File: src/rtl/tlgs_pkg.sv
// Package: request codes, job word, state types and the 5x8 font table
`default_nettype none
package tlgs_pkg;

  localparam int unsigned CELL_COLS   = 7;
  localparam int unsigned DEC_DIGITS  = 5;
  localparam int unsigned QUEUE_DEPTH = 2;

  localparam logic [7:0]  MAX_COL     = 8'd11;
  localparam logic [7:0]  MAX_ROW     = 8'd5;
  localparam logic [7:0]  CMD_SET_X   = 8'h80;
  localparam logic [7:0]  CMD_SET_Y   = 8'h40;
  localparam logic [7:0]  BLANK_BYTE  = 8'h00;
  localparam logic [6:0]  FONT_FIRST  = 7'h20;
  localparam logic [6:0]  BLANK_IDX   = 7'h00;
  localparam logic [6:0]  DIGIT_IDX   = 7'h10;
  localparam logic [31:0] DIV10_MUL   = 32'd52429;
  localparam int unsigned DIV10_SHIFT = 19;

  typedef enum logic [1:0] {
    FUNC_CHAR   = 2'd0,
    FUNC_DEC    = 2'd1,
    FUNC_CURSOR = 2'd2
  } func_e;

  typedef enum logic {
    JOB_GLYPH = 1'b0,
    JOB_CMD   = 1'b1
  } job_kind_e;

  typedef enum logic [1:0] {
    F_IDLE = 2'd0,
    F_CONV = 2'd1,
    F_PUSH = 2'd2
  } front_state_e;

  typedef enum logic {
    B_IDLE = 1'b0,
    B_RUN  = 1'b1
  } back_state_e;

  typedef logic [6:0]      font_idx_t;
  typedef logic [4:0][7:0] glyph_cols_t;

  typedef struct packed {
    job_kind_e            kind;
    logic [2:0]           cells;
    font_idx_t [4:0]      glyph;
    logic [7:0]           cmd_x;
    logic [7:0]           cmd_y;
  } job_t;

  // first column of the glyph in element 4
  function automatic glyph_cols_t font_cols(input font_idx_t idx);
    glyph_cols_t c;
    case (idx)
      7'h00: c = {8'h00, 8'h00, 8'h00, 8'h00, 8'h00};
      7'h01: c = {8'h00, 8'h00, 8'h5f, 8'h00, 8'h00};
      7'h02: c = {8'h00, 8'h07, 8'h00, 8'h07, 8'h00};
      7'h03: c = {8'h14, 8'h7f, 8'h14, 8'h7f, 8'h14};
      7'h04: c = {8'h24, 8'h2a, 8'h7f, 8'h2a, 8'h12};
      7'h05: c = {8'h23, 8'h13, 8'h08, 8'h64, 8'h62};
      7'h06: c = {8'h36, 8'h49, 8'h55, 8'h22, 8'h50};
      7'h07: c = {8'h00, 8'h05, 8'h03, 8'h00, 8'h00};
      7'h08: c = {8'h00, 8'h1c, 8'h22, 8'h41, 8'h00};
      7'h09: c = {8'h00, 8'h41, 8'h22, 8'h1c, 8'h00};
      7'h0a: c = {8'h14, 8'h08, 8'h3e, 8'h08, 8'h14};
      7'h0b: c = {8'h08, 8'h08, 8'h3e, 8'h08, 8'h08};
      7'h0c: c = {8'h00, 8'h50, 8'h30, 8'h00, 8'h00};
      7'h0d: c = {8'h08, 8'h08, 8'h08, 8'h08, 8'h08};
      7'h0e: c = {8'h00, 8'h60, 8'h60, 8'h00, 8'h00};
      7'h0f: c = {8'h20, 8'h10, 8'h08, 8'h04, 8'h02};
      7'h10: c = {8'h3e, 8'h51, 8'h49, 8'h45, 8'h3e};
      7'h11: c = {8'h00, 8'h42, 8'h7f, 8'h40, 8'h00};
      7'h12: c = {8'h42, 8'h61, 8'h51, 8'h49, 8'h46};
      7'h13: c = {8'h21, 8'h41, 8'h45, 8'h4b, 8'h31};
      7'h14: c = {8'h18, 8'h14, 8'h12, 8'h7f, 8'h10};
      7'h15: c = {8'h27, 8'h45, 8'h45, 8'h45, 8'h39};
      7'h16: c = {8'h3c, 8'h4a, 8'h49, 8'h49, 8'h30};
      7'h17: c = {8'h01, 8'h71, 8'h09, 8'h05, 8'h03};
      7'h18: c = {8'h36, 8'h49, 8'h49, 8'h49, 8'h36};
      7'h19: c = {8'h06, 8'h49, 8'h49, 8'h29, 8'h1e};
      7'h1a: c = {8'h00, 8'h36, 8'h36, 8'h00, 8'h00};
      7'h1b: c = {8'h00, 8'h56, 8'h36, 8'h00, 8'h00};
      7'h1c: c = {8'h08, 8'h14, 8'h22, 8'h41, 8'h00};
      7'h1d: c = {8'h14, 8'h14, 8'h14, 8'h14, 8'h14};
      7'h1e: c = {8'h00, 8'h41, 8'h22, 8'h14, 8'h08};
      7'h1f: c = {8'h02, 8'h01, 8'h51, 8'h09, 8'h06};
      7'h20: c = {8'h32, 8'h49, 8'h79, 8'h41, 8'h3e};
      7'h21: c = {8'h7e, 8'h11, 8'h11, 8'h11, 8'h7e};
      7'h22: c = {8'h7f, 8'h49, 8'h49, 8'h49, 8'h36};
      7'h23: c = {8'h3e, 8'h41, 8'h41, 8'h41, 8'h22};
      7'h24: c = {8'h7f, 8'h41, 8'h41, 8'h22, 8'h1c};
      7'h25: c = {8'h7f, 8'h49, 8'h49, 8'h49, 8'h41};
      7'h26: c = {8'h7f, 8'h09, 8'h09, 8'h09, 8'h01};
      7'h27: c = {8'h3e, 8'h41, 8'h49, 8'h49, 8'h7a};
      7'h28: c = {8'h7f, 8'h08, 8'h08, 8'h08, 8'h7f};
      7'h29: c = {8'h00, 8'h41, 8'h7f, 8'h41, 8'h00};
      7'h2a: c = {8'h20, 8'h40, 8'h41, 8'h3f, 8'h01};
      7'h2b: c = {8'h7f, 8'h08, 8'h14, 8'h22, 8'h41};
      7'h2c: c = {8'h7f, 8'h40, 8'h40, 8'h40, 8'h40};
      7'h2d: c = {8'h7f, 8'h02, 8'h0c, 8'h02, 8'h7f};
      7'h2e: c = {8'h7f, 8'h04, 8'h08, 8'h10, 8'h7f};
      7'h2f: c = {8'h3e, 8'h41, 8'h41, 8'h41, 8'h3e};
      7'h30: c = {8'h7f, 8'h09, 8'h09, 8'h09, 8'h06};
      7'h31: c = {8'h3e, 8'h41, 8'h51, 8'h21, 8'h5e};
      7'h32: c = {8'h7f, 8'h09, 8'h19, 8'h29, 8'h46};
      7'h33: c = {8'h46, 8'h49, 8'h49, 8'h49, 8'h31};
      7'h34: c = {8'h01, 8'h01, 8'h7f, 8'h01, 8'h01};
      7'h35: c = {8'h3f, 8'h40, 8'h40, 8'h40, 8'h3f};
      7'h36: c = {8'h1f, 8'h20, 8'h40, 8'h20, 8'h1f};
      7'h37: c = {8'h3f, 8'h40, 8'h38, 8'h40, 8'h3f};
      7'h38: c = {8'h63, 8'h14, 8'h08, 8'h14, 8'h63};
      7'h39: c = {8'h07, 8'h08, 8'h70, 8'h08, 8'h07};
      7'h3a: c = {8'h61, 8'h51, 8'h49, 8'h45, 8'h43};
      7'h3b: c = {8'h00, 8'h7f, 8'h41, 8'h41, 8'h00};
      7'h3c: c = {8'h02, 8'h04, 8'h08, 8'h10, 8'h20};
      7'h3d: c = {8'h00, 8'h41, 8'h41, 8'h7f, 8'h00};
      7'h3e: c = {8'h04, 8'h02, 8'h01, 8'h02, 8'h04};
      7'h3f: c = {8'h40, 8'h40, 8'h40, 8'h40, 8'h40};
      7'h40: c = {8'h00, 8'h01, 8'h02, 8'h04, 8'h00};
      7'h41: c = {8'h20, 8'h54, 8'h54, 8'h54, 8'h78};
      7'h42: c = {8'h7f, 8'h48, 8'h44, 8'h44, 8'h38};
      7'h43: c = {8'h38, 8'h44, 8'h44, 8'h44, 8'h20};
      7'h44: c = {8'h38, 8'h44, 8'h44, 8'h48, 8'h7f};
      7'h45: c = {8'h38, 8'h54, 8'h54, 8'h54, 8'h18};
      7'h46: c = {8'h08, 8'h7e, 8'h09, 8'h01, 8'h02};
      7'h47: c = {8'h0c, 8'h52, 8'h52, 8'h52, 8'h3e};
      7'h48: c = {8'h7f, 8'h08, 8'h04, 8'h04, 8'h78};
      7'h49: c = {8'h00, 8'h44, 8'h7d, 8'h40, 8'h00};
      7'h4a: c = {8'h20, 8'h40, 8'h44, 8'h3d, 8'h00};
      7'h4b: c = {8'h7f, 8'h10, 8'h28, 8'h44, 8'h00};
      7'h4c: c = {8'h00, 8'h41, 8'h7f, 8'h40, 8'h00};
      7'h4d: c = {8'h7c, 8'h04, 8'h18, 8'h04, 8'h78};
      7'h4e: c = {8'h7c, 8'h08, 8'h04, 8'h04, 8'h78};
      7'h4f: c = {8'h38, 8'h44, 8'h44, 8'h44, 8'h38};
      7'h50: c = {8'h7c, 8'h14, 8'h14, 8'h14, 8'h08};
      7'h51: c = {8'h08, 8'h14, 8'h14, 8'h18, 8'h7c};
      7'h52: c = {8'h7c, 8'h08, 8'h04, 8'h04, 8'h08};
      7'h53: c = {8'h48, 8'h54, 8'h54, 8'h54, 8'h20};
      7'h54: c = {8'h04, 8'h3f, 8'h44, 8'h40, 8'h20};
      7'h55: c = {8'h3c, 8'h40, 8'h40, 8'h20, 8'h7c};
      7'h56: c = {8'h1c, 8'h20, 8'h40, 8'h20, 8'h1c};
      7'h57: c = {8'h3c, 8'h40, 8'h30, 8'h40, 8'h3c};
      7'h58: c = {8'h44, 8'h28, 8'h10, 8'h28, 8'h44};
      7'h59: c = {8'h0c, 8'h50, 8'h50, 8'h50, 8'h3c};
      7'h5a: c = {8'h44, 8'h64, 8'h54, 8'h4c, 8'h44};
      7'h5b: c = {8'h00, 8'h08, 8'h36, 8'h41, 8'h00};
      7'h5c: c = {8'h00, 8'h00, 8'h7f, 8'h00, 8'h00};
      7'h5d: c = {8'h00, 8'h41, 8'h36, 8'h08, 8'h00};
      7'h5e: c = {8'h10, 8'h08, 8'h08, 8'h10, 8'h08};
      7'h5f: c = {8'h1f, 8'h24, 8'h7c, 8'h24, 8'h1f};
      default: c = '0;
    endcase
    return c;
  endfunction

endpackage
`default_nettype wire

File: src/rtl/tlgs_fifo.sv
// Job queue between front and back end
`default_nettype none
module tlgs_fifo #(
  parameter int unsigned Depth = 2
) (
  input  wire logic            clk_i,
  input  wire logic            rst_ni,
  input  wire tlgs_pkg::job_t  push_data_i,
  input  wire logic            push_valid_i,
  output logic                 push_ready_o,
  output tlgs_pkg::job_t       pop_data_o,
  output logic                 pop_valid_o,
  input  wire logic            pop_ready_i
);
  import tlgs_pkg::*;

  localparam int unsigned PtrW = (Depth > 1) ? $clog2(Depth) : 1;
  localparam int unsigned CntW = $clog2(Depth + 1);

  job_t            mem_q [Depth];
  logic [PtrW-1:0] wr_ptr_q, rd_ptr_q;
  logic [CntW-1:0] cnt_q;
  logic            do_push, do_pop;

  assign push_ready_o = (cnt_q != CntW'(Depth));
  assign pop_valid_o  = (cnt_q != '0);
  assign pop_data_o   = mem_q[rd_ptr_q];
  assign do_push      = push_valid_i && push_ready_o;
  assign do_pop       = pop_valid_o && pop_ready_i;

  function automatic logic [PtrW-1:0] ptr_inc(input logic [PtrW-1:0] p);
    return (p == PtrW'(Depth - 1)) ? '0 : p + PtrW'(1);
  endfunction

  always_ff @(posedge clk_i or negedge rst_ni) begin
    if (!rst_ni) begin
      wr_ptr_q <= '0;
      rd_ptr_q <= '0;
      cnt_q    <= '0;
    end else begin
      if (do_push) wr_ptr_q <= ptr_inc(wr_ptr_q);
      if (do_pop)  rd_ptr_q <= ptr_inc(rd_ptr_q);
      if (do_push && !do_pop) cnt_q <= cnt_q + CntW'(1);
      else if (do_pop && !do_push) cnt_q <= cnt_q - CntW'(1);
    end
  end

  always_ff @(posedge clk_i) begin
    if (do_push) mem_q[wr_ptr_q] <= push_data_i;
  end

endmodule
`default_nettype wire

File: config.mk
export PLATFORM = sky130hd
export DESIGN_NAME = tlgs_fifo
export DESIGN_NICKNAME = d
export VERILOG_FILES = /design/src/rtl/tlgs_pkg.sv /design/src/rtl/tlgs_fifo.sv
export SDC_FILE = /design/constraint.sdc
export NUM_CORES = 1
export LEC_CHECK = 0
export ABC_AREA = 1
export BUFFER_PORTS_ARGS = -buffer_cell sky130_fd_sc_hd__buf_2
export CAP_MARGIN = 20
export CELL_PAD_IN_SITES_DETAIL_PLACEMENT = 1
export CELL_PAD_IN_SITES_GLOBAL_PLACEMENT = 2
export CORE_MARGIN = 5
export CORE_UTILIZATION = 37
export DETAILED_ROUTE_END_ITERATION = 16
export PLACE_DENSITY_LB_ADDON = 0.12
export SETUP_SLACK_MARGIN = 0.3
export SLEW_MARGIN = 20
export SYNTH_ARGS = -nofsm -noshare
export SYNTH_HDL_FRONTEND = slang
export SYNTH_SLANG_ARGS = --single-unit
File: constraint.sdc
create_clock -name clk_i -period 5.5 [get_ports clk_i]
set_clock_uncertainty 0.05 [all_clocks]
set_input_delay 0.55 -clock clk_i [delete_from_list [all_inputs] [get_ports clk_i]]
set_output_delay 0.55 -clock clk_i [all_outputs]
set_load 0.02 [all_outputs]
==> impl_metrics.yaml, run 1 <==
setup_path:
  ff2ff_setup_slack_ns: 3.56
  crit_path_max_fanout: 56
  worstPathArrival_ns: 1.95
  cp_cell_sequence: "inv_2 > nand2_1 > nand2_1 > buf_2"
  timing.rr.end: "mem_q[1][49]$_DFFE_PP_"
  cpMostUsedCell: "nand2_1"
  end_kind: "output port"
  rr_worst_depth: 5
  slowest_delay_ns: 0.72
  cp.required_ns: 4.90
  worstSetupStartpointType: "flip-flop"
  cp_slowest_cell: "inv_2"
  critPathKind: "flip-flop to output port"
  r2r-start: "cnt_q[0]$_DFFE_PN0P_"
die:
  dieArea_um2: 13700
  dieWidth_um: 117
  dieHeight_um: 117
  core_um2: 11400
  start_util_pct: 37.4
  num_rows: 39
  ios: 116
flow_run:
  cap_viol_max_count: 0
clock_network:
  tritoncts: "built"
  numClockSinks: 114
  htree_levels: 4
  cts_buffers: 17
  clk_pin_slew_ns: 0.05
  clock_latency_ns: 0.40
  cts.path.max_buffers: 2
  cts_root_buffer: "clkbuf_16"
timing:
  hold_viol: 0
  worst_slew_pin_slew_ns: 0.999
  fmax_mhz: 392
  setup_viol: 0
  post-route-period-util_pct: 46.3
  drv_slew: 0
  min_period_ns: 2.55
  relSlewSlack_pct: 33.3
  finalSetupTns_ns: 0
  rsz0062_at_grt: "no"
detailed_routing:
  wl_per_cell_um: 15.0
  drc: 0
  vias_per_cell: 4.47
  vias: 2658
  firstDrtPassIters: 4
  dr.first_iter.drc_count: 105
  routed_wl_um: 8940
  ant_nets: 0
synthesis:
  syn_nets: 376
  synth_top_cell_by_area: "edfxtp_1"
  yosys_register_bits: 114
  synth_top_cell_area_share_pct: 77.6
  netlist_area_um2: 4260
  synth.avg_cell_area_um2: 13.5
  synth.distinct_cells: 14
  synthTopCellsByArea: "edfxtp_1 (78%), nand2_1 (15%), dfrtp_1 (2.4%)"
  yosys_warnings: 0
  synthCells: 316
  yosysSeqAreaShare_pct: 80.0
place:
  place.gp.congestion: 0.675
  numPortBuffers: 115
  place_inst: 565
  dp_hpwl_um: 5540
layout:
  final_cells: 595
  area_growth_pct: 28.6
  nets: 502
  multiInputGateArea_um2: 726
  register_area_um2: 3400
  layout-drive-gt1-share_pct: 31.9
  antenna_cells: 0
  n_fill_cell: 1234
worst_hold_path:
  worst_hold_path.endpoint: "mem_q[1][40]$_DFFE_PP_"
  hold_start: "push_data_i[40]"
  min_path_cells: 1
  worstHoldPathType: "input pin to flip-flop"
grt:
  antenna_found_initial: 0
  overflow: 0
  grt_use_total_pct: 13.5
  grt_pass1_vias: 2748
  grt_max_degree: 57
  grt_pass1_wl_um: 13500
power_and_ir_drop:
  p_per_area_nw_per_um2: 600
  p_leak_nw: 2.38
  peakVddDrop_mv: 0.264
status:
  outcome: "finished clean"
-- worst max-delay path by stage --
stage	slack (ns)	startpoint	endpoint	cells past startpoint
floorplan	1.91	cnt_q[0]$_DFFE_PN0P_	mem_q[0][0]$_DFFE_PP_	4
global placement	3.30	rd_ptr_q$_DFFE_PN0P_	pop_data_o[52]	4
detailed placement	3.29	rd_ptr_q$_DFFE_PN0P_	pop_data_o[36]	4
CTS	2.82	rd_ptr_q$_DFFE_PN0P_	pop_data_o[30]	4
global route	2.72	rd_ptr_q$_DFFE_PN0P_	pop_data_o[4]	4
finish	2.95	rd_ptr_q$_DFFE_PN0P_	pop_data_o[30]	4
-- per-layer routing --
metal | part of all wire (%) | track usage [%] | up-vias
li1 | - | - | 1310
met1 | 42 | 16.1 | 1270
met2 | 51 | 21.9 | 76
met4 | 0.48 | 5.28 | 0
met5 | 0 | 0 | -
met3 | 6.2 | 5.30 | 2
-- cell usage after synthesis --
library cell / count
nand2_1: 175
edfxtp_1: 110
buf_6: 8
inv_1: 6
dfrtp_1: 4
buf_2: 2
buf_4: 2
nand3_1: 2
nor2_1: 2
ha_1: 1
inv_2: 1
nand4_1: 1
xnor2_1: 1
xor2_1: 1
-- final cells by class --
| cell class | instances | area share [%] |
|---|---|---|
| Clock inverter | 11 | 1.78 |
| Inverter | 7 | 0.480 |
| Sequential cell | 114 | 62.2 |
| Tap cell | 143 | 3.27 |
| Multi-Input combinational cell | 183 | 13.3 |
| Timing Repair Buffer | 119 | 11.1 |
| Clock buffer | 18 | 7.85 |
-- cells in the final DEF (no fill, tap or decap), drive strengths merged --
master / instances
buf: 118
bufinv: 2
clkbuf: 18
clkinv: 9
dfrtp: 4
dlygate4sd3: 1
edfxtp: 110
ha: 1
inv: 7
nand2: 175
nand3: 2
nand4: 1
nor2: 2
xnor2: 1
xor2: 1
-- worst max-delay path: cells and delay by family, from the launching register on --
| family | cells | cell delay [ns] |
|---|---|---|
| buffers and inverters | 2 | 0.89 |
| and+or+nand+nor | 2 | 0.25 |
| DFF | 1 | 0.40 |
-- flip-flops by register name (all words and copies together) (netlist names) --
register,count
wr_ptr_q,1
mem_q,110
cnt_q,2
rd_ptr_q,1
-- metrics by stage --
stage          hold slack (ns)  cell area (um2)  util (%)  worst slack, ns  total power [mW]
6_report                 0.289             5470      48.1             2.95              3.28
5_1_grt                  0.269             5470      48.1             2.72              3.50
4_1_cts                  0.266             5470      48.1             2.82              3.36
3_5_place_dp             0.318             4930      43.4             3.29              2.36
3_3_place_gp             0.319             4930      43.4             3.30              2.35
2_1_floorplan            0.204             4260         -             1.91              2.02
-- power breakdown --
| group | total (mW) | leakage, nW | switching [mW] | internal, mW |
|---|---|---|---|---|
| combinational | 1.07 | 1.05 | 0.775 | 0.291 |
| clock | 0.972 | 0.260 | 0.329 | 0.643 |
| sequential | 1.24 | 1.07 | 0.0485 | 1.19 |
| total | 3.28 | 2.38 | 1.15 | 2.13 |
-- cells by family after synthesis --
kind of cell / share of synthesized area (%)
adder cells (fa/ha/maj): 0.294
flip-flops: 80.0
buffers and inverters: 3.32
AND/OR/NAND/NOR: 16.0
XOR/XNOR: 0.412
-- what timing repair did --
action                                 in CTS  in global routing
gates resized for setup                     0                  0
setup buffers                               0                  0
endpoints found under the hold margin       4                  0
hold buffers                                1                  0
(Power assumes the default switching activity.)
==> run 2: changes to the inputs <==
CORE_UTILIZATION = 31   (was 37)
clock period = 2.1 ns   (was 5.5 ns; I/O delays follow)
==> impl_metrics.yaml, run 2 (synthesized netlist as in run 1, its figures left out) <==
timing:
  finalSetupTns_ns: 0
  hold_viol: 0
  worst_slew_pin_slew_ns: 0.418
  relSlewSlack_pct: 72.2
  layout_setup_ws_ns: 0.375
  drv_slew: 0
  post-route-period-util_pct: 82.2
  rsz0062_at_grt: "yes"
  fmax_mhz: 580
  min_period_ns: 1.73
  setup_viol: 0
  fin_hold_ws_ns: 0.0302
layout:
  top_register: "mem_q"
  area_growth_pct: 47.2
  reg_top3: "mem_q x110, cnt_q x2"
  largest_reg_flops: 110
  final_cells: 693
  layout_commonest_cell: "nand2_1"
  fin_util_pct: 46.9
  nets: 563
  layout-drive-gt1-share_pct: 30.4
  mostFrequentLayoutCells: "nand2_1 (173), edfxtp_1 (110), buf_2 (108), dlygate4sd3_1 (56), clkbuf_16 (19)"
die:
  core_um2: 13300
  dieHeight_um: 127
  dieWidth_um: 127
  ios: 116
  start_util_pct: 31.9
  dieArea_um2: 16200
  num_rows: 42
power_and_ir_drop:
  p_per_area_nw_per_um2: 1480
  peakVddDrop_mv: 0.637
  p_leak_nw: 2.70
setup_path:
  r2r-start: "cnt_q[0]$_DFFE_PN0P_"
  critPathKind: "flip-flop to output port"
  startpoint: "rd_ptr_q$_DFFE_PN0P_"
  cp-endpoint: "pop_data_o[23]"
  end_kind: "output port"
  crit_path_max_fanout: 21
  worstSetupStartpointType: "flip-flop"
  timing.rr.end: "mem_q[0][17]$_DFFE_PP_"
  rr_worst_depth: 5
  ff2ff_setup_slack_ns: 0.60
  worstPathArrival_ns: 1.47
  cp.required_ns: 1.84
clock_network:
  clk_pin_slew_ns: 0.05
  htree_levels: 4
  cts_buffers: 17
  tritoncts: "built"
  clock_latency_ns: 0.40
  numClockSinks: 114
  cts_root_buffer: "clkbuf_16"
  cts.path.max_buffers: 2
  postCtsSetupBuffers: 0
detailed_routing:
  dr.first_iter.drc_count: 141
  ant_nets: 0
  vias_per_cell: 4.27
  wl_per_cell_um: 15.2
  routed_wl_um: 10500
  drc: 0
  firstDrtPassIters: 4
  vias: 2961
place:
  dp_hpwl_um: 6330
  place_inst: 602
  numPortBuffers: 115
  place.gp.congestion: 0.658
  post-place-ws_ns: 0.566
worst_hold_path:
  min_path_cells: 3
  worstHoldPathType: "input pin to flip-flop"
status:
  outcome: "finished clean"
flow_run:
  cap_viol_max_count: 0
grt:
  antenna_found_initial: 1
  grt_pass1_vias: 3206
  grt_max_degree: 57
  overflow: 0
  grt_pass1_wl_um: 16000
  grt_use_total_pct: 13.0
## run 2: timing repair
action,CTS,global route
hold buffers,56,0
setup endpoints to repair,35,12
hold endpoints to repair,114,0
cloned,0,2
resized for setup,4,11
## run 2: worst min-delay path by stage
stage	startpoint	to	slack, ns
after floorplan	rst_ni	cnt_q[0]$_DFFE_PN0P_	-0.14
after global placement	rst_ni	cnt_q[0]$_DFFE_PN0P_	-0.02
after detailed placement	rst_ni	cnt_q[0]$_DFFE_PN0P_	-0.02
after CTS	pop_ready_i	rd_ptr_q$_DFFE_PN0P_	0.01
after global routing	pop_ready_i	rd_ptr_q$_DFFE_PN0P_	0.04
final	pop_ready_i	rd_ptr_q$_DFFE_PN0P_	0.03
## run 2: report_power, final
| group | switching [mW] | internal (mW) |
|---|---|---|
| clock network | 0.905 | 1.83 |
| logic | 2.20 | 1.07 |
| registers | 0.158 | 3.12 |
## run 2: area by class of cell
cell class                      count  area [um2]
Antenna cell                        1        2.50
Fill cell                        1422        7090
Clock buffer                       26         489
Inverter                            7        31.3
Timing Repair Buffer              180        1290
Clock inverter                      6        80.1
Multi-Input combinational cell    183         741
Sequential cell                   114        3400
Tap cell                          176         220
## run 2: stage by stage
stage	power [mW]	cell area [um2]
after floorplan	5.30	4290
after global placement	6.28	5030
after detailed placement	6.35	5030
after CTS	9.24	6180
after global routing	9.83	6260
final	9.28	6260
## run 2: metal layers
layer / GRT usage (%) / share of wire [%] / vias up / wire [um]
met2: 22.4 / 49 / 83 / 5150
met4: 5.68 / 1.2 / 0 / 129
met3: 3.84 / 5.7 / 10 / 602
met5: 0 / 0 / - / 0
li1: - / - / 1438 / -
met1: 15.2 / 44 / 1430 / 4620
## run 2: critical path: stages, from the launching register on
cell	delay (ns)
dfrtp_2	0.46
clkinv_4	0.12
buf_12	0.18
nand2_1	0.06
nand2_1	0.08
buf_4	0.17
