[src/rtl/tlgs_pkg.sv]
// Package: request codes, job word, state types and the 5x8 font table
`default_nettype none
package tlgs_pkg;

  localparam int unsigned CELL_COLS   = 7;
  localparam int unsigned DEC_DIGITS  = 5;
  localparam int unsigned QUEUE_DEPTH = 2;

  localparam logic [7:0]  MAX_COL     = 8'd11;
  localparam logic [7:0]  MAX_ROW     = 8'd5;
  localparam logic [7:0]  CMD_SET_X   = 8'h80;
  localparam logic [7:0]  CMD_SET_Y   = 8'h40;
  localparam logic [7:0]  BLANK_BYTE  = 8'h00;
  localparam logic [6:0]  FONT_FIRST  = 7'h20;
  localparam logic [6:0]  BLANK_IDX   = 7'h00;
  localparam logic [6:0]  DIGIT_IDX   = 7'h10;
  localparam logic [31:0] DIV10_MUL   = 32'd52429;
  localparam int unsigned DIV10_SHIFT = 19;

  typedef enum logic [1:0] {
    FUNC_CHAR   = 2'd0,
    FUNC_DEC    = 2'd1,
    FUNC_CURSOR = 2'd2
  } func_e;

  typedef enum logic {
    JOB_GLYPH = 1'b0,
    JOB_CMD   = 1'b1
  } job_kind_e;

  typedef enum logic [1:0] {
    F_IDLE = 2'd0,
    F_CONV = 2'd1,
    F_PUSH = 2'd2
  } front_state_e;

  typedef enum logic {
    B_IDLE = 1'b0,
    B_RUN  = 1'b1
  } back_state_e;

  typedef logic [6:0]      font_idx_t;
  typedef logic [4:0][7:0] glyph_cols_t;

  typedef struct packed {
    job_kind_e            kind;
    logic [2:0]           cells;
    font_idx_t [4:0]      glyph;
    logic [7:0]           cmd_x;
    logic [7:0]           cmd_y;
  } job_t;

  // first column of the glyph in element 4
  function automatic glyph_cols_t font_cols(input font_idx_t idx);
    glyph_cols_t c;
    case (idx)
      7'h00: c = {8'h00, 8'h00, 8'h00, 8'h00, 8'h00};
      7'h01: c = {8'h00, 8'h00, 8'h5f, 8'h00, 8'h00};
      7'h02: c = {8'h00, 8'h07, 8'h00, 8'h07, 8'h00};
      7'h03: c = {8'h14, 8'h7f, 8'h14, 8'h7f, 8'h14};
      7'h04: c = {8'h24, 8'h2a, 8'h7f, 8'h2a, 8'h12};
      7'h05: c = {8'h23, 8'h13, 8'h08, 8'h64, 8'h62};
      7'h06: c = {8'h36, 8'h49, 8'h55, 8'h22, 8'h50};
      7'h07: c = {8'h00, 8'h05, 8'h03, 8'h00, 8'h00};
      7'h08: c = {8'h00, 8'h1c, 8'h22, 8'h41, 8'h00};
      7'h09: c = {8'h00, 8'h41, 8'h22, 8'h1c, 8'h00};
      7'h0a: c = {8'h14, 8'h08, 8'h3e, 8'h08, 8'h14};
      7'h0b: c = {8'h08, 8'h08, 8'h3e, 8'h08, 8'h08};
      7'h0c: c = {8'h00, 8'h50, 8'h30, 8'h00, 8'h00};
      7'h0d: c = {8'h08, 8'h08, 8'h08, 8'h08, 8'h08};
      7'h0e: c = {8'h00, 8'h60, 8'h60, 8'h00, 8'h00};
      7'h0f: c = {8'h20, 8'h10, 8'h08, 8'h04, 8'h02};
      7'h10: c = {8'h3e, 8'h51, 8'h49, 8'h45, 8'h3e};
      7'h11: c = {8'h00, 8'h42, 8'h7f, 8'h40, 8'h00};
      7'h12: c = {8'h42, 8'h61, 8'h51, 8'h49, 8'h46};
      7'h13: c = {8'h21, 8'h41, 8'h45, 8'h4b, 8'h31};
      7'h14: c = {8'h18, 8'h14, 8'h12, 8'h7f, 8'h10};
      7'h15: c = {8'h27, 8'h45, 8'h45, 8'h45, 8'h39};
      7'h16: c = {8'h3c, 8'h4a, 8'h49, 8'h49, 8'h30};
      7'h17: c = {8'h01, 8'h71, 8'h09, 8'h05, 8'h03};
      7'h18: c = {8'h36, 8'h49, 8'h49, 8'h49, 8'h36};
      7'h19: c = {8'h06, 8'h49, 8'h49, 8'h29, 8'h1e};
      7'h1a: c = {8'h00, 8'h36, 8'h36, 8'h00, 8'h00};
      7'h1b: c = {8'h00, 8'h56, 8'h36, 8'h00, 8'h00};
      7'h1c: c = {8'h08, 8'h14, 8'h22, 8'h41, 8'h00};
      7'h1d: c = {8'h14, 8'h14, 8'h14, 8'h14, 8'h14};
      7'h1e: c = {8'h00, 8'h41, 8'h22, 8'h14, 8'h08};
      7'h1f: c = {8'h02, 8'h01, 8'h51, 8'h09, 8'h06};
      7'h20: c = {8'h32, 8'h49, 8'h79, 8'h41, 8'h3e};
      7'h21: c = {8'h7e, 8'h11, 8'h11, 8'h11, 8'h7e};
      7'h22: c = {8'h7f, 8'h49, 8'h49, 8'h49, 8'h36};
      7'h23: c = {8'h3e, 8'h41, 8'h41, 8'h41, 8'h22};
      7'h24: c = {8'h7f, 8'h41, 8'h41, 8'h22, 8'h1c};
      7'h25: c = {8'h7f, 8'h49, 8'h49, 8'h49, 8'h41};
      7'h26: c = {8'h7f, 8'h09, 8'h09, 8'h09, 8'h01};
      7'h27: c = {8'h3e, 8'h41, 8'h49, 8'h49, 8'h7a};
      7'h28: c = {8'h7f, 8'h08, 8'h08, 8'h08, 8'h7f};
      7'h29: c = {8'h00, 8'h41, 8'h7f, 8'h41, 8'h00};
      7'h2a: c = {8'h20, 8'h40, 8'h41, 8'h3f, 8'h01};
      7'h2b: c = {8'h7f, 8'h08, 8'h14, 8'h22, 8'h41};
      7'h2c: c = {8'h7f, 8'h40, 8'h40, 8'h40, 8'h40};
      7'h2d: c = {8'h7f, 8'h02, 8'h0c, 8'h02, 8'h7f};
      7'h2e: c = {8'h7f, 8'h04, 8'h08, 8'h10, 8'h7f};
      7'h2f: c = {8'h3e, 8'h41, 8'h41, 8'h41, 8'h3e};
      7'h30: c = {8'h7f, 8'h09, 8'h09, 8'h09, 8'h06};
      7'h31: c = {8'h3e, 8'h41, 8'h51, 8'h21, 8'h5e};
      7'h32: c = {8'h7f, 8'h09, 8'h19, 8'h29, 8'h46};
      7'h33: c = {8'h46, 8'h49, 8'h49, 8'h49, 8'h31};
      7'h34: c = {8'h01, 8'h01, 8'h7f, 8'h01, 8'h01};
      7'h35: c = {8'h3f, 8'h40, 8'h40, 8'h40, 8'h3f};
      7'h36: c = {8'h1f, 8'h20, 8'h40, 8'h20, 8'h1f};
      7'h37: c = {8'h3f, 8'h40, 8'h38, 8'h40, 8'h3f};
      7'h38: c = {8'h63, 8'h14, 8'h08, 8'h14, 8'h63};
      7'h39: c = {8'h07, 8'h08, 8'h70, 8'h08, 8'h07};
      7'h3a: c = {8'h61, 8'h51, 8'h49, 8'h45, 8'h43};
      7'h3b: c = {8'h00, 8'h7f, 8'h41, 8'h41, 8'h00};
      7'h3c: c = {8'h02, 8'h04, 8'h08, 8'h10, 8'h20};
      7'h3d: c = {8'h00, 8'h41, 8'h41, 8'h7f, 8'h00};
      7'h3e: c = {8'h04, 8'h02, 8'h01, 8'h02, 8'h04};
      7'h3f: c = {8'h40, 8'h40, 8'h40, 8'h40, 8'h40};
      7'h40: c = {8'h00, 8'h01, 8'h02, 8'h04, 8'h00};
      7'h41: c = {8'h20, 8'h54, 8'h54, 8'h54, 8'h78};
      7'h42: c = {8'h7f, 8'h48, 8'h44, 8'h44, 8'h38};
      7'h43: c = {8'h38, 8'h44, 8'h44, 8'h44, 8'h20};
      7'h44: c = {8'h38, 8'h44, 8'h44, 8'h48, 8'h7f};
      7'h45: c = {8'h38, 8'h54, 8'h54, 8'h54, 8'h18};
      7'h46: c = {8'h08, 8'h7e, 8'h09, 8'h01, 8'h02};
      7'h47: c = {8'h0c, 8'h52, 8'h52, 8'h52, 8'h3e};
      7'h48: c = {8'h7f, 8'h08, 8'h04, 8'h04, 8'h78};
      7'h49: c = {8'h00, 8'h44, 8'h7d, 8'h40, 8'h00};
      7'h4a: c = {8'h20, 8'h40, 8'h44, 8'h3d, 8'h00};
      7'h4b: c = {8'h7f, 8'h10, 8'h28, 8'h44, 8'h00};
      7'h4c: c = {8'h00, 8'h41, 8'h7f, 8'h40, 8'h00};
      7'h4d: c = {8'h7c, 8'h04, 8'h18, 8'h04, 8'h78};
      7'h4e: c = {8'h7c, 8'h08, 8'h04, 8'h04, 8'h78};
      7'h4f: c = {8'h38, 8'h44, 8'h44, 8'h44, 8'h38};
      7'h50: c = {8'h7c, 8'h14, 8'h14, 8'h14, 8'h08};
      7'h51: c = {8'h08, 8'h14, 8'h14, 8'h18, 8'h7c};
      7'h52: c = {8'h7c, 8'h08, 8'h04, 8'h04, 8'h08};
      7'h53: c = {8'h48, 8'h54, 8'h54, 8'h54, 8'h20};
      7'h54: c = {8'h04, 8'h3f, 8'h44, 8'h40, 8'h20};
      7'h55: c = {8'h3c, 8'h40, 8'h40, 8'h20, 8'h7c};
      7'h56: c = {8'h1c, 8'h20, 8'h40, 8'h20, 8'h1c};
      7'h57: c = {8'h3c, 8'h40, 8'h30, 8'h40, 8'h3c};
      7'h58: c = {8'h44, 8'h28, 8'h10, 8'h28, 8'h44};
      7'h59: c = {8'h0c, 8'h50, 8'h50, 8'h50, 8'h3c};
      7'h5a: c = {8'h44, 8'h64, 8'h54, 8'h4c, 8'h44};
      7'h5b: c = {8'h00, 8'h08, 8'h36, 8'h41, 8'h00};
      7'h5c: c = {8'h00, 8'h00, 8'h7f, 8'h00, 8'h00};
      7'h5d: c = {8'h00, 8'h41, 8'h36, 8'h08, 8'h00};
      7'h5e: c = {8'h10, 8'h08, 8'h08, 8'h10, 8'h08};
      7'h5f: c = {8'h1f, 8'h24, 8'h7c, 8'h24, 8'h1f};
      default: c = '0;
    endcase
    return c;
  endfunction

endpackage
`default_nettype wire

[src/rtl/tlgs_if.sv]
// Interfaces: request channel and LCD byte channel
`default_nettype none
interface tlgs_in_if;
  logic        valid;
  logic        ready;
  logic [1:0]  func;
  logic [15:0] value;
  logic [7:0]  cursor_col;
  logic [7:0]  cursor_row;

  modport source (output valid, func, value, cursor_col, cursor_row, input ready);
  modport sink   (input valid, func, value, cursor_col, cursor_row, output ready);
endinterface

`default_nettype wire

[src/rtl/tlgs_front.sv]
// Front end: takes requests, converts numbers to digits, builds job words
`default_nettype none
module tlgs_front (
  input  wire logic         clk_i,
  input  wire logic         rst_ni,
  tlgs_in_if.sink           req_i,
  output tlgs_pkg::job_t    job_o,
  output logic              job_valid_o,
  input  wire logic         job_ready_i
);
  import tlgs_pkg::*;

  front_state_e state_q, state_d;
  job_t         job_q, job_d;
  logic [15:0]  val_q, val_d;
  logic [2:0]   step_q, step_d;
  logic         dec_q, dec_d;

  logic [31:0]  prod;
  logic [12:0]  quo;
  logic [15:0]  quo10;
  logic [15:0]  rem;
  logic [7:0]   code;
  logic         lead;

  assign prod  = 32'(val_q) * DIV10_MUL;
  assign quo   = prod[DIV10_SHIFT +: 13];
  assign quo10 = {quo, 3'b000} + {2'b00, quo, 1'b0};
  assign rem   = val_q - quo10;
  assign code  = req_i.value[7:0];

  assign req_i.ready = (state_q == F_IDLE);
  assign job_valid_o = (state_q == F_PUSH);

  // leading zeros of a number become blanks, the ones digit always stays
  always_comb begin
    job_o = job_q;
    lead  = dec_q;
    for (int i = 0; i < DEC_DIGITS - 1; i++) begin
      if (job_q.glyph[i] != DIGIT_IDX) lead = 1'b0;
      if (lead) job_o.glyph[i] = BLANK_IDX;
    end
  end

  always_comb begin
    state_d = state_q;
    job_d   = job_q;
    val_d   = val_q;
    step_d  = step_q;
    dec_d   = dec_q;
    unique case (state_q)
      F_IDLE: begin
        if (req_i.valid) begin
          job_d = '0;
          dec_d = 1'b0;
          case (req_i.func)
            FUNC_CHAR: begin
              job_d.kind  = JOB_GLYPH;
              job_d.cells = 3'd1;
              if (!code[7] && code[6:5] != 2'b00) job_d.glyph[0] = code[6:0] - FONT_FIRST;
              state_d = F_PUSH;
            end
            FUNC_DEC: begin
              job_d.kind  = JOB_GLYPH;
              job_d.cells = 3'(DEC_DIGITS);
              dec_d   = 1'b1;
              val_d   = req_i.value;
              step_d  = '0;
              state_d = F_CONV;
            end
            FUNC_CURSOR: begin
              if (req_i.cursor_col <= MAX_COL && req_i.cursor_row <= MAX_ROW) begin
                job_d.kind  = JOB_CMD;
                job_d.cmd_x = CMD_SET_X | 8'(req_i.cursor_col * 8'd7);
                job_d.cmd_y = CMD_SET_Y | req_i.cursor_row;
                state_d = F_PUSH;
              end
            end
            default: state_d = F_IDLE;
          endcase
        end
      end
      F_CONV: begin
        job_d.glyph[3'(DEC_DIGITS - 1) - step_q] = DIGIT_IDX + 7'(rem[3:0]);
        val_d  = {3'b000, quo};
        step_d = step_q + 3'd1;
        if (step_q == 3'(DEC_DIGITS - 1)) state_d = F_PUSH;
      end
      F_PUSH: begin
        if (job_ready_i) state_d = F_IDLE;
      end
      default: state_d = F_IDLE;
    endcase
  end

  always_ff @(posedge clk_i or negedge rst_ni) begin
    if (!rst_ni) begin
      state_q <= F_IDLE;
      step_q  <= '0;
    end else begin
      state_q <= state_d;
      step_q  <= step_d;
    end
  end

  always_ff @(posedge clk_i) begin
    job_q <= job_d;
    val_q <= val_d;
    dec_q <= dec_d;
  end

endmodule
`default_nettype wire

[src/flat_wrapper.sv]
// flat-port wrapper written by rule: the top's interface ports become plain ports
module tlgs_front_flat import tlgs_pkg::*;
  (clk_i, rst_ni, job_o, job_valid_o, job_ready_i, req_i_valid, req_i_func, req_i_value, req_i_cursor_col, req_i_cursor_row, req_i_ready);
  tlgs_in_if req_i_i ();
  input  wire logic clk_i;
  input  wire logic rst_ni;
  output tlgs_pkg::job_t job_o;
  output logic job_valid_o;
  input  wire logic job_ready_i;
  input wire logic [$bits(req_i_i.valid)-1:0] req_i_valid;
  input wire logic [$bits(req_i_i.func)-1:0] req_i_func;
  input wire logic [$bits(req_i_i.value)-1:0] req_i_value;
  input wire logic [$bits(req_i_i.cursor_col)-1:0] req_i_cursor_col;
  input wire logic [$bits(req_i_i.cursor_row)-1:0] req_i_cursor_row;
  output wire logic [$bits(req_i_i.ready)-1:0] req_i_ready;
  assign req_i_i.valid = req_i_valid;
  assign req_i_i.func = req_i_func;
  assign req_i_i.value = req_i_value;
  assign req_i_i.cursor_col = req_i_cursor_col;
  assign req_i_i.cursor_row = req_i_cursor_row;
  assign req_i_ready = req_i_i.ready;
  tlgs_front u_core (.clk_i(clk_i), .rst_ni(rst_ni), .req_i(req_i_i), .job_o(job_o), .job_valid_o(job_valid_o), .job_ready_i(job_ready_i));
endmodule
[config.mk]
export PLATFORM = sky130hd
export DESIGN_NAME = tlgs_front_flat
export DESIGN_NICKNAME = d
export VERILOG_FILES = /design/src/rtl/tlgs_pkg.sv /design/src/rtl/tlgs_if.sv /design/src/rtl/tlgs_front.sv /design/src/flat_wrapper.sv
export SDC_FILE = /design/constraint.sdc
export NUM_CORES = 1
export LEC_CHECK = 0
export ABC_CLOCK_PERIOD_IN_PS = 10800
export BUFFER_PORTS_ARGS = -buffer_cell sky130_fd_sc_hd__buf_4
export CORE_UTILIZATION = 45
export CTS_CLUSTER_DIAMETER = 80
export DETAILED_ROUTE_END_ITERATION = 16
export GPL_ROUTABILITY_DRIVEN = 0
export HOLD_SLACK_MARGIN = 0.03
export SLEW_MARGIN = 0
export SYNTH_ARGS = -nofsm -noshare
export SYNTH_HDL_FRONTEND = slang
export SYNTH_SLANG_ARGS = --single-unit
[constraint.sdc]
create_clock -name clk_i -period 10.8 [get_ports clk_i]
set_clock_uncertainty 0.05 [all_clocks]
set_input_delay 1.08 -clock clk_i [delete_from_list [all_inputs] [get_ports clk_i]]
set_output_delay 1.08 -clock clk_i [all_outputs]
set_load 0.03 [all_outputs]
==> metrics, run 1 <==
Max Cap Violations=0; Initial Utilization=0.467; register bit total from synthesis=66; global route overflow=0; die area=between 15000 and 20000 sq um; layout cells sized above 1=0.140; most frequent cells in the layout=inv_1 (177), ha_1 (147), buf_4 (86), fa_1 (85), edfxtp_1 (61); CP required=10.82 ns; setup total negative slack=0 ns; Synth async-reset ratio=0.0758; worst rel slew slack=0.321; HPWL after DPL=14200 um; DR iter-0 viols=between 200 and 300; unrepaired setup endpoints after global routing=false; HP Class=reg2reg; Primary FF master, synth=edfxtp_1; Antenna Cells=0; fin crit share=0.593; kind of end point of the critical path=register; Num CTS Buffers=9; clk_lat worst skew=approximately 0.33 ns; CTS tree=done; CTS clock-pin slew for the worst setup and hold paths=roughly 0.06 ns; num rows=47; GRT Total Usage=0.200; Syn Inst Count=between 700 and 800; Mapped Area=between 7000 and 8000 sq um; Critical Path AT=about 6.4 ns; Post CTS Setup Buffer Count=0; non-filler instance count after layout=between 1000 and 1500; status=complete, no violations; PostCTS Resize Cnt=0; critical path type=reg2reg; via count=5156; Tightest Pin Transition=about 1 ns; Die H=roughly 130 um; Setup crit start kind=register; Netlist cell types=52; CTS Buffer Depth=2; Yosys warning count=0; clock period minus worst slack=around 6.4 ns; Synth Area per Inst=10.3 sq um; Avg WL per Cell=between 15 and 20 um; cts hold-fix bufs=0; placed cells=between 1000 and 1500; H-Tree Level Count=3; P&R area growth vs syn=11.8%; fin nets=approximately 1100; crit path max fanout=5; ANT nets after route=0; IO buf count=85; r2r setup slk=between 4 and 5 ns; Root Buffer=clkbuf_16; DRC violations left=0; Fmax=156 MHz; initial antenna violation count=0; pin count of the biggest net entering global routing=31; endpoints failing hold=0; WL final=approximately 16000 um; Die Wd=134 um; first-pass GRT wire length=~28000 um; IO Count=95; vias in the first global route=between 5000 and 6000; Seq/Total Area, Yosys=0.249; Vias per Instance=between 4 and 5; CTS sink count=66; fin. max-slew vios=0; Post-synth EDFFs=61; drt pass-1 iters=4; final setup vio count=0; core area=about 17000 sq um; most common cell after layout, fill and taps aside=inv_1
==> state kept, by name, indices dropped and copies added (netlist names) <==
name            count
u_core.dec_q        1
u_core.val_q       16
u_core.state_q      2
u_core.step_q       3
u_core.job_q       22
u_core.job_o       22
==> per-layer routing <==
layer / global-route usage / vias to the layer above / routed length [um]
met4: 0.0680 / 0 / 386
met1: 0.247 / 2491 / 7200
met5: 0 / - / 0
met2: 0.355 / 126 / 8230
met3: 0.0329 / 30 / 647
li1: - / 2509 / -
==> logic make-up (layout without fill, tap and decap cells) <==
| logic type | count (synthesis) | after routing | share of synthesized area |
|---|---|---|---|
| XOR/XNOR | 25 | 25 | 0.0288 |
| flip-flops | 66 | 66 | 0.249 |
| other | 1 | 13 | 0.000477 |
| AO/OA/AOI/OAI | 71 | 71 | 0.0627 |
| buffers and inverters | 233 | 279 | 0.127 |
| adder cells (fa/ha/maj) | 232 | 232 | 0.451 |
| AND/OR/NAND/NOR | 133 | 133 | 0.0809 |
==> worst paths after layout <==
kind,startpoint,endpoint,cells after the start
max in group asynchronous,rst_ni,u_core.state_q[0]$_DFFE_PN0P_,1
setup reg to reg,u_core.val_q[6]$_DFFE_PP_,u_core.job_q[19]$_DFFE_PP_,21
min in group asynchronous,rst_ni,u_core.step_q[2]$_DFFE_PN0P_,1
hold reg to reg,u_core.step_q[2]$_DFFE_PN0P_,u_core.step_q[2]$_DFFE_PN0P_,1
setup / recovery,u_core.val_q[6]$_DFFE_PP_,u_core.job_q[19]$_DFFE_PP_,21
hold / removal,u_core.step_q[2]$_DFFE_PN0P_,u_core.step_q[2]$_DFFE_PN0P_,1
==> cell usage after synthesis, drive strengths merged (5+ instances only) <==
library cell	count	area share
a21o	7	0.0068
a21oi	21	0.013
and2	10	0.0080
buf	34	0.032
clkbuf	22	0.011
dfrtp	5	0.016
edfxtp	61	0.23
fa	85	0.22
ha	147	0.23
inv	177	0.085
nand2	42	0.020
nand3	5	0.0032
nand4	7	0.0056
nor2	39	0.019
nor2b	6	0.0048
nor3	5	0.0032
nor4	7	0.0056
o21ai	21	0.013
xnor2	11	0.013
xor2	14	0.016
==> final cells by class <==
type | count | area, sq um
fill | 1584 | 8030
clock buffer | 12 | 246
sequential | 66 | 1960
tap | 220 | 275
timing repair buffer | 86 | 646
inverter | 177 | 664
clock inverter | 4 | 51.3
multi-input combinational | 474 | 4940
==> per-stage QoR <==
stage                     utilization  area, sq um  worst slack, ns  hold slack, ns
after floorplan                     -         7900             4.94           0.413
after global placement          0.505         8490             4.60           0.438
after detailed placement        0.505         8490             4.40           0.440
after CTS                       0.522         8780             4.39           0.450
after global routing            0.522         8780             4.05           0.480
final                           0.522         8780             4.39           0.453
==> critical path: stages, from the launching register on <==
cell	delay, ns
edfxtp_1	0.50
ha_1	0.42
inv_1	0.08
fa_1	0.54
inv_1	0.06
fa_1	0.51
fa_1	0.52
fa_1	0.54
inv_1	0.05
fa_1	0.53
inv_1	0.04
ha_1	0.28
and3_2	0.18
nand4_1	0.11
o211ai_2	0.35
a21oi_1	0.14
xnor2_1	0.21
ha_1	0.29
a21oi_1	0.16
xnor2_1	0.12
xnor2_2	0.32
o21ai_1	0.12
Power of run 1 is not shown: default switching activity piles up to over one toggle a cycle in this logic, so the estimate is an artifact.
==> run 2: changes to the inputs <==
--- a/config.mk
+++ b/config.mk
@@ -5,13 +5,14 @@
 export SDC_FILE = /design/constraint.sdc
 export NUM_CORES = 1
 export LEC_CHECK = 0
-export ABC_CLOCK_PERIOD_IN_PS = 10800
+export ABC_CLOCK_PERIOD_IN_PS = 5650
 export BUFFER_PORTS_ARGS = -buffer_cell sky130_fd_sc_hd__buf_4
 export CORE_UTILIZATION = 45
 export CTS_CLUSTER_DIAMETER = 80
 export DETAILED_ROUTE_END_ITERATION = 16
 export GPL_ROUTABILITY_DRIVEN = 0
 export HOLD_SLACK_MARGIN = 0.03
+export PLACE_DENSITY = 0.67
 export SLEW_MARGIN = 0
 export SYNTH_ARGS = -nofsm -noshare
 export SYNTH_HDL_FRONTEND = slang
==> constraint.sdc (replaced) <==
create_clock -name clk_i -period 5.65 [get_ports clk_i]
set_clock_uncertainty 0.05 [all_clocks]
set_input_delay 0.565 -clock clk_i [delete_from_list [all_inputs] [get_ports clk_i]]
set_output_delay 0.565 -clock clk_i [all_outputs]
set_load 0.03 [all_outputs]
==> run 2 against run 1 <==
Sequential share of layout area shrank 1.9 points. First-iteration DRC count shrank 23%. Count of clock-buffer cells in the layout shrank 3. The flow now finishes with violations (negative setup slack). Die area is the same. Hold slack gained 0.0023 ns. Critical path type unchanged. Critical path depth shrank 2. Non-clock buffer count grew 78.
==> metrics, run 2 (synthesized netlist as in run 1, its figures left out) <==
status=finished with violations (was complete, no violations); failing checks=negative setup slack; dpl ws=-0.188 ns (was 4.40 ns); placed cells=1084 (was 1023); initial antenna violation count=0 (unchanged); DR iter-0 viols=196 (was 255); setup total negative slack=-0.705 ns (was 0 ns); CTS Buffer Depth=2 (unchanged); core area=16800 sq um (unchanged); P&R area growth vs syn=22.4% (was 11.8%); Fmax=173 MHz (was 156 MHz); Initial Utilization=0.467 (unchanged); fin worst setup slack=-0.116 ns (was 4.39 ns); via count=5424 (was 5156); reg2reg path depth=19 (was 21); worst rel slew slack=0.541 (was 0.321); vias in the first global route=5661 (was 5718); global route overflow=0 (unchanged); Antenna Cells=0 (unchanged); CTS clock-pin slew for the worst setup and hold paths=0.06 ns (about the same); CP required=5.68 ns (was 10.82 ns); DRC violations left=0 (unchanged); Num CTS Buffers=9 (unchanged); ANT nets after route=0 (unchanged); RR Endpoint=u_core.job_q[19]$_DFFE_PP_ (unchanged); CTS sink count=66 (unchanged); unrepaired setup endpoints after global routing=true (was false); FILL cells=1453 (was 1584); Die Wd=134 um (unchanged); pin count of the biggest net entering global routing=31 (unchanged); crit path to=u_core.job_q[19]$_DFFE_PP_ (unchanged); num rows=47 (unchanged); Setup crit start kind=register (unchanged); Root Buffer=clkbuf_16 (unchanged); fin. max-slew vios=0 (unchanged); worst r2r src=u_core.val_q[4]$_DFFE_PP_ (was u_core.val_q[6]$_DFFE_PP_); kind of end point of the critical path=register (unchanged); Vias per Instance=4.86 (was 4.96); layout cells sized above 1=0.258 (was 0.140); clk_lat worst skew=0.33 ns (about the same); crit path max fanout=5 (unchanged); fin nets=1162 (was 1084); Max Cap Violations=0 (unchanged); HPWL after DPL=14800 um (was 14200 um); Die H=134 um (unchanged); most frequent cells in the layout=inv_1 (171), buf_4 (163), ha_1 (136), fa_1 (85), edfxtp_1 (61) (was inv_1 (177), ha_1 (147), buf_4 (86), fa_1 (85), edfxtp_1 (61)); CTS tree=done (unchanged); die area=18000 sq um (unchanged); WL final=17500 um (was 16500 um); Avg WL per Cell=15.7 um (was 15.8 um); Tightest Pin Transition=0.687 ns (was 1.02 ns); non-filler instance count after layout=1117 (was 1039); HP Class=in2reg (was reg2reg); GRT Total Usage=0.205 (was 0.200); Critical Path AT=5.79 ns (was 6.43 ns); drt pass-1 iters=5 (was 4); IO Count=95 (unchanged); critical path type=reg2reg (unchanged); H-Tree Level Count=3 (unchanged); r2r setup slk=-0.12 ns (was 4.39 ns); first-pass GRT wire length=28400 um (was 27800 um); most common cell after layout, fill and taps aside=inv_1 (unchanged); fin crit share=1.02 (was 0.593); Util after Layout=0.572 (was 0.522); endpoints failing hold=0 (unchanged); clock period minus worst slack=5.77 ns (was 6.41 ns); Hold Path Depth=2 (was 1); IO buf count=85 (unchanged); Worst Setup SP=u_core.val_q[4]$_DFFE_PP_ (was u_core.val_q[6]$_DFFE_PP_); final setup vio count=11 (was 0)
-- run 2: cell types whose count changed in the layout (fill, tap and decap cells not counted), sizes merged --
cell         previous run  this run
buf                    86       163
clkbuf                 12         9
clkinv                  1         3
dlygate4sd3             0         1
inv                   178       179
-- run 2: what timing repair did --
action,in CTS,in global routing
pin swaps,38,23
setup buffers,13,3
hold buffers,1,0
endpoints found under the setup margin,19,26
gates resized for setup,24,15
cloned,0,0
hold endpoints to repair,5,0
-- run 2: cell type report --
cell class,count,area (sq um),share of cell area
Clock buffer,9,225,0.0234
Sequential cell,66,1960,0.203
Clock inverter,7,76.3,0.00793
Inverter,177,664,0.0691
Timing Repair Buffer,164,1230,0.128
Multi-Input combinational cell,474,5190,0.539
Tap cell,220,275,0.0286
-- run 2: worst min-delay path by stage --
stage | startpoint | endpoint | slack (ns)
2_1_floorplan | rst_ni | u_core.state_q[0]$_DFFE_PN0P_ | 0.22
3_3_place_gp | rst_ni | u_core.state_q[1]$_DFFE_PN0P_ | 0.32
3_5_place_dp | rst_ni | u_core.state_q[1]$_DFFE_PN0P_ | 0.33
4_1_cts | req_i_value[15] | u_core.val_q[15]$_SDFFCE_PP0P_ | 0.44
5_1_grt | req_i_cursor_row[0] | u_core.job_o[0]$_SDFFCE_PN0P_ | 0.46
6_report | req_i_value[15] | u_core.val_q[15]$_SDFFCE_PP0P_ | 0.46
-- run 2: routing by layer --
metal | share of wire | vias up | global-route usage
met2 | 0.49 | 103 | 0.347
met5 | 0 | - | 0
met4 | 0.015 | 0 | 0.0581
met1 | 0.46 | 2638 | 0.278
met3 | 0.029 | 22 | 0.0242
li1 | - | 2661 | -
-- run 2: worst max-delay path, cell delays in order, from the launching register on --
cell      delay (ns)
edfxtp_1        0.47
ha_4            0.31
inv_1           0.05
fa_1            0.54
inv_1           0.05
fa_1            0.49
fa_1            0.43
fa_1            0.53
fa_1            0.45
ha_4            0.30
and3_4          0.18
nand4_1         0.09
o211ai_2        0.26
a21oi_2         0.11
xnor2_2         0.16
ha_1            0.33
a21oi_2         0.20
xnor2_2         0.12
xnor2_2         0.27
o21ai_1         0.11
-- run 2: through the flow --
step	hold WS, ns	area [sq um]
final	0.455	9620
after global routing	0.456	9620
after CTS	0.444	9500
after detailed placement	0.326	8980
after global placement	0.324	8980
after floorplan	0.219	7940
Power of run 2 is left out for the same reason.
==> run 3: changes to the inputs <==
--- a/config.mk
+++ b/config.mk
@@ -5,14 +5,14 @@
 export SDC_FILE = /design/constraint.sdc
 export NUM_CORES = 1
 export LEC_CHECK = 0
+export ABC_AREA = 1
 export ABC_CLOCK_PERIOD_IN_PS = 5650
-export BUFFER_PORTS_ARGS = -buffer_cell sky130_fd_sc_hd__buf_4
 export CORE_UTILIZATION = 45
 export CTS_CLUSTER_DIAMETER = 80
 export DETAILED_ROUTE_END_ITERATION = 16
+export DONT_BUFFER_PORTS = 1
 export GPL_ROUTABILITY_DRIVEN = 0
-export HOLD_SLACK_MARGIN = 0.03
-export PLACE_DENSITY = 0.67
+export HOLD_SLACK_MARGIN = 0.12
 export SLEW_MARGIN = 0
 export SYNTH_ARGS = -nofsm -noshare
 export SYNTH_HDL_FRONTEND = slang
==> run 3 against run 2 <==
The flow now finishes without violations. Routed wire length increased by 20%. Non-clock buffer count shrank 75. Synthesized area rose by 8.8%. Critical path type unchanged. Cell count grew 12%. Global-route usage grew 1.8 points. Count of clock-buffer cells in the layout unchanged. Sequential share of layout area down 0.56 points. Register-to-register slack gained 0.18 ns. Utilization is 4.1 points lower. First-iteration DRC count increased by 100%. Critical endpoint is now u_core.job_q[26]$_DFFE_PP_.
==> metrics, run 3 <==
layout cells sized above 1=0.185 (was 0.258); Tightest Pin Transition=0.972 ns (was 0.687 ns); H-Tree Level Count=3 (unchanged); WL final=21000 um (was 17500 um); HP Class=in2reg (unchanged); fin. max-slew vios=0 (unchanged); IO buf count=0 (was 85); HP Start=req_i_func[1] (was req_i_value[15]); CTS sink count=66 (unchanged); FILL cells=1681 (was 1453); DRC violations left=0 (unchanged); P&R area growth vs syn=15.7% (was 22.4%); Synth async-reset ratio=0.0758 (unchanged); r2r setup slk=0.07 ns (was -0.12 ns); Root Buffer=clkbuf_16 (unchanged); final setup vio count=0 (was 11); placed inst area=9080 sq um (was 8980 sq um); HPWL after DPL=17900 um (was 14800 um); worst r2r src=u_core.val_q[3]$_DFFE_PP_ (was u_core.val_q[4]$_DFFE_PP_); fin nets=1286 (was 1162); core area=18600 sq um (was 16800 sq um); vias in the first global route=6427 (was 5661); Synth top cells by count=inv_1 (230), ha_1 (147), nand2_1 (126) (was inv_1 (177), ha_1 (147), fa_1 (85)); top cell type's share of synthesized area=0.215 (was 0.234); DR iter-0 viols=397 (was 196); clk_lat worst skew=0.33 ns (about the same); Seq/Total Area, Yosys=0.229 (was 0.249); IO Count=95 (unchanged); drt pass-1 iters=6 (was 5); Num CTS Buffers=9 (unchanged); clock period minus worst slack=5.58 ns (was 5.77 ns); initial antenna violation count=0 (unchanged); first-pass GRT wire length=33100 um (was 28400 um); Initial Utilization=0.458 (was 0.467); Post-synth EDFFs=61 (unchanged); finished layout cell area=9890 sq um (was 9620 sq um); reg2reg path depth=26 (was 19); Worst Hold Margin=0.318 ns (was 0.455 ns); Yosys warning count=0 (unchanged); worst rel slew slack=0.351 (was 0.541); Netlist cell types=42 (was 52); Vias per Instance=4.98 (was 4.86); Setup crit start kind=register (unchanged); global route overflow=0 (unchanged); CTS clock-pin slew for the worst setup and hold paths=0.06 ns (about the same); CTS Buffer Depth=2 (unchanged); critical path type=reg2reg (unchanged); Synth Area per Inst=8.92 sq um (was 10.3 sq um); worst hold endpoint=u_core.job_o[51]$_SDFFCE_PN0P_ (was u_core.val_q[15]$_SDFFCE_PP0P_); Primary FF master, synth=edfxtp_1 (unchanged); most frequent cells in the layout=inv_1 (222), ha_1 (127), nand2_1 (114), fa_1 (83), buf_4 (82) (was inv_1 (171), buf_4 (163), ha_1 (136), fa_1 (85), edfxtp_1 (61)); Fmax=179 MHz (was 173 MHz); status=complete, no violations (was finished with violations); ANT nets after route=0 (unchanged); Antenna Cells=0 (unchanged); die area=19500 sq um (was 18000 sq um); num rows=50 (was 47); most common cell after layout, fill and taps aside=inv_1 (unchanged); Max Cap Violations=0 (unchanged); CTS tree=done (unchanged); CP required=5.67 ns (was 5.68 ns); register bit total from synthesis=66 (unchanged); Critical Path AT=5.61 ns (was 5.79 ns); Die Wd=140 um (was 134 um); Reg area=1960 sq um (unchanged); endpoints failing hold=0 (unchanged); fin crit share=0.988 (was 1.02); via count=6254 (was 5424); Syn Inst Count=958 (was 761); Hold Path Depth=1 (was 2); Avg WL per Cell=16.8 um (was 15.7 um); crit path max fanout=4 (was 5); RR Endpoint=u_core.job_q[26]$_DFFE_PP_ (was u_core.job_q[19]$_DFFE_PP_); GRT Total Usage=0.223 (was 0.205); kind of end point of the critical path=register (unchanged); area leader, netlist=ha_1 (unchanged); top cells by area, synth=ha_1 (22%), edfxtp_1 (21%), fa_1 (20%) (was ha_1 (23%), edfxtp_1 (23%), fa_1 (22%)); Mapped Area=8550 sq um (was 7860 sq um); Die H=140 um (was 134 um); most common cell in the netlist=inv_1 (unchanged); pin count of the biggest net entering global routing=23 (was 31); Multi-input gate area=5770 sq um (was 5190 sq um); unrepaired setup endpoints after global routing=true (unchanged)
==> run 3: cell count changes after synthesis, moves of 5 or more <==
cell     delta
a21oi_1     +9
nand2_1    +84
nand3_1    +24
nor4_1      -5
nor2b_1     -6
xnor2_1     -6
o21ai_0     +8
or2_2       +5
nor2_2      +7
and2_1     -10
nand2_2     +5
inv_1      +53
nor2_1     +35
==> run 3: layout make-up <==
class | instances | area share
multi-input cells | 615 | 0.583
flip-flops and latches | 66 | 0.198
inverters | 235 | 0.0894
repair buffers | 89 | 0.0701
well taps | 234 | 0.0296
clock buffers | 9 | 0.0228
clock inverters | 7 | 0.00683
==> run 3: metal layers <==
| layer | track usage | part of all wire | wire, um | vias up |
|---|---|---|---|---|
| li1 | - | - | - | 3070 |
| met1 | 0.308 | 0.45 | 9560 | 2973 |
| met2 | 0.368 | 0.47 | 9790 | 191 |
| met3 | 0.0403 | 0.064 | 1350 | 20 |
| met4 | 0.0422 | 0.016 | 329 | 0 |
| met5 | 0 | 0 | 0 | - |
==> run 3: critical path: stages, from the launching register on <==
cell      delay, ns
edfxtp_1       0.48
buf_6          0.17
ha_4           0.27
inv_1          0.06
fa_1           0.52
inv_1          0.05
fa_1           0.45
fa_1           0.50
fa_2           0.55
fa_1           0.45
ha_4           0.31
nand2_4        0.06
nor2_2         0.12
inv_2          0.07
o21bai_4       0.15
inv_2          0.05
nand2_2        0.07
xor2_2         0.20
ha_4           0.17
xnor2_2        0.12
inv_1          0.07
nand3_2        0.07
nand2_1        0.05
nand2_1        0.07
nand2_2        0.07
inv_4          0.08
nor2_2         0.03
==> run 3: worst max path at each step <==
| stage | slack [ns] | end | cells after the start | start |
|---|---|---|---|---|
| after floorplan | 0.04 | u_core.job_o[47]$_DFFE_PP_ | 28 | u_core.val_q[6]$_DFFE_PP_ |
| after global placement | -0.05 | u_core.job_q[26]$_DFFE_PP_ | 24 | u_core.val_q[4]$_DFFE_PP_ |
| after detailed placement | -0.19 | u_core.job_o[47]$_DFFE_PP_ | 24 | u_core.val_q[4]$_DFFE_PP_ |
| after CTS | 0.0001 | u_core.job_q[26]$_DFFE_PP_ | 25 | u_core.val_q[4]$_DFFE_PP_ |
| after global routing | -0.12 | u_core.job_q[40]$_DFFE_PP_ | 26 | u_core.val_q[3]$_DFFE_PP_ |
| final | 0.07 | u_core.job_q[26]$_DFFE_PP_ | 26 | u_core.val_q[3]$_DFFE_PP_ |
==> run 3: repair_timing <==
action                                 in CTS  in global routing
setup endpoints to repair                  10                 21
setup buffers                               8                 12
hold buffers                                1                  0
gates resized for setup                    16                 57
endpoints found under the hold margin       5                  0
pin swaps                                  20                 47
==> run 3: cell families after synthesis <==
group / share of synthesized area
other: 0.000439
adder cells (fa/ha/maj): 0.414
AO/OA/AOI/OAI: 0.0596
XOR/XNOR: 0.0180
AND/OR/NAND/NOR: 0.136
buffers and inverters: 0.142
flip-flops: 0.229
==> run 3: stage by stage <==
stage | TNS (ns) | instances | setup slack, ns | utilization
floorplan | 0 | 970 | 0.0448 | -
global placement | -0.264 | 1218 | -0.0548 | 0.487
detailed placement | -1.39 | 1218 | -0.195 | 0.487
CTS | 0 | 1243 | 0.000108 | 0.512
global route | -0.866 | 1255 | -0.118 | 0.531
finish | 0 | 1255 | 0.0660 | 0.531
Power of run 3 is left out for the same reason.
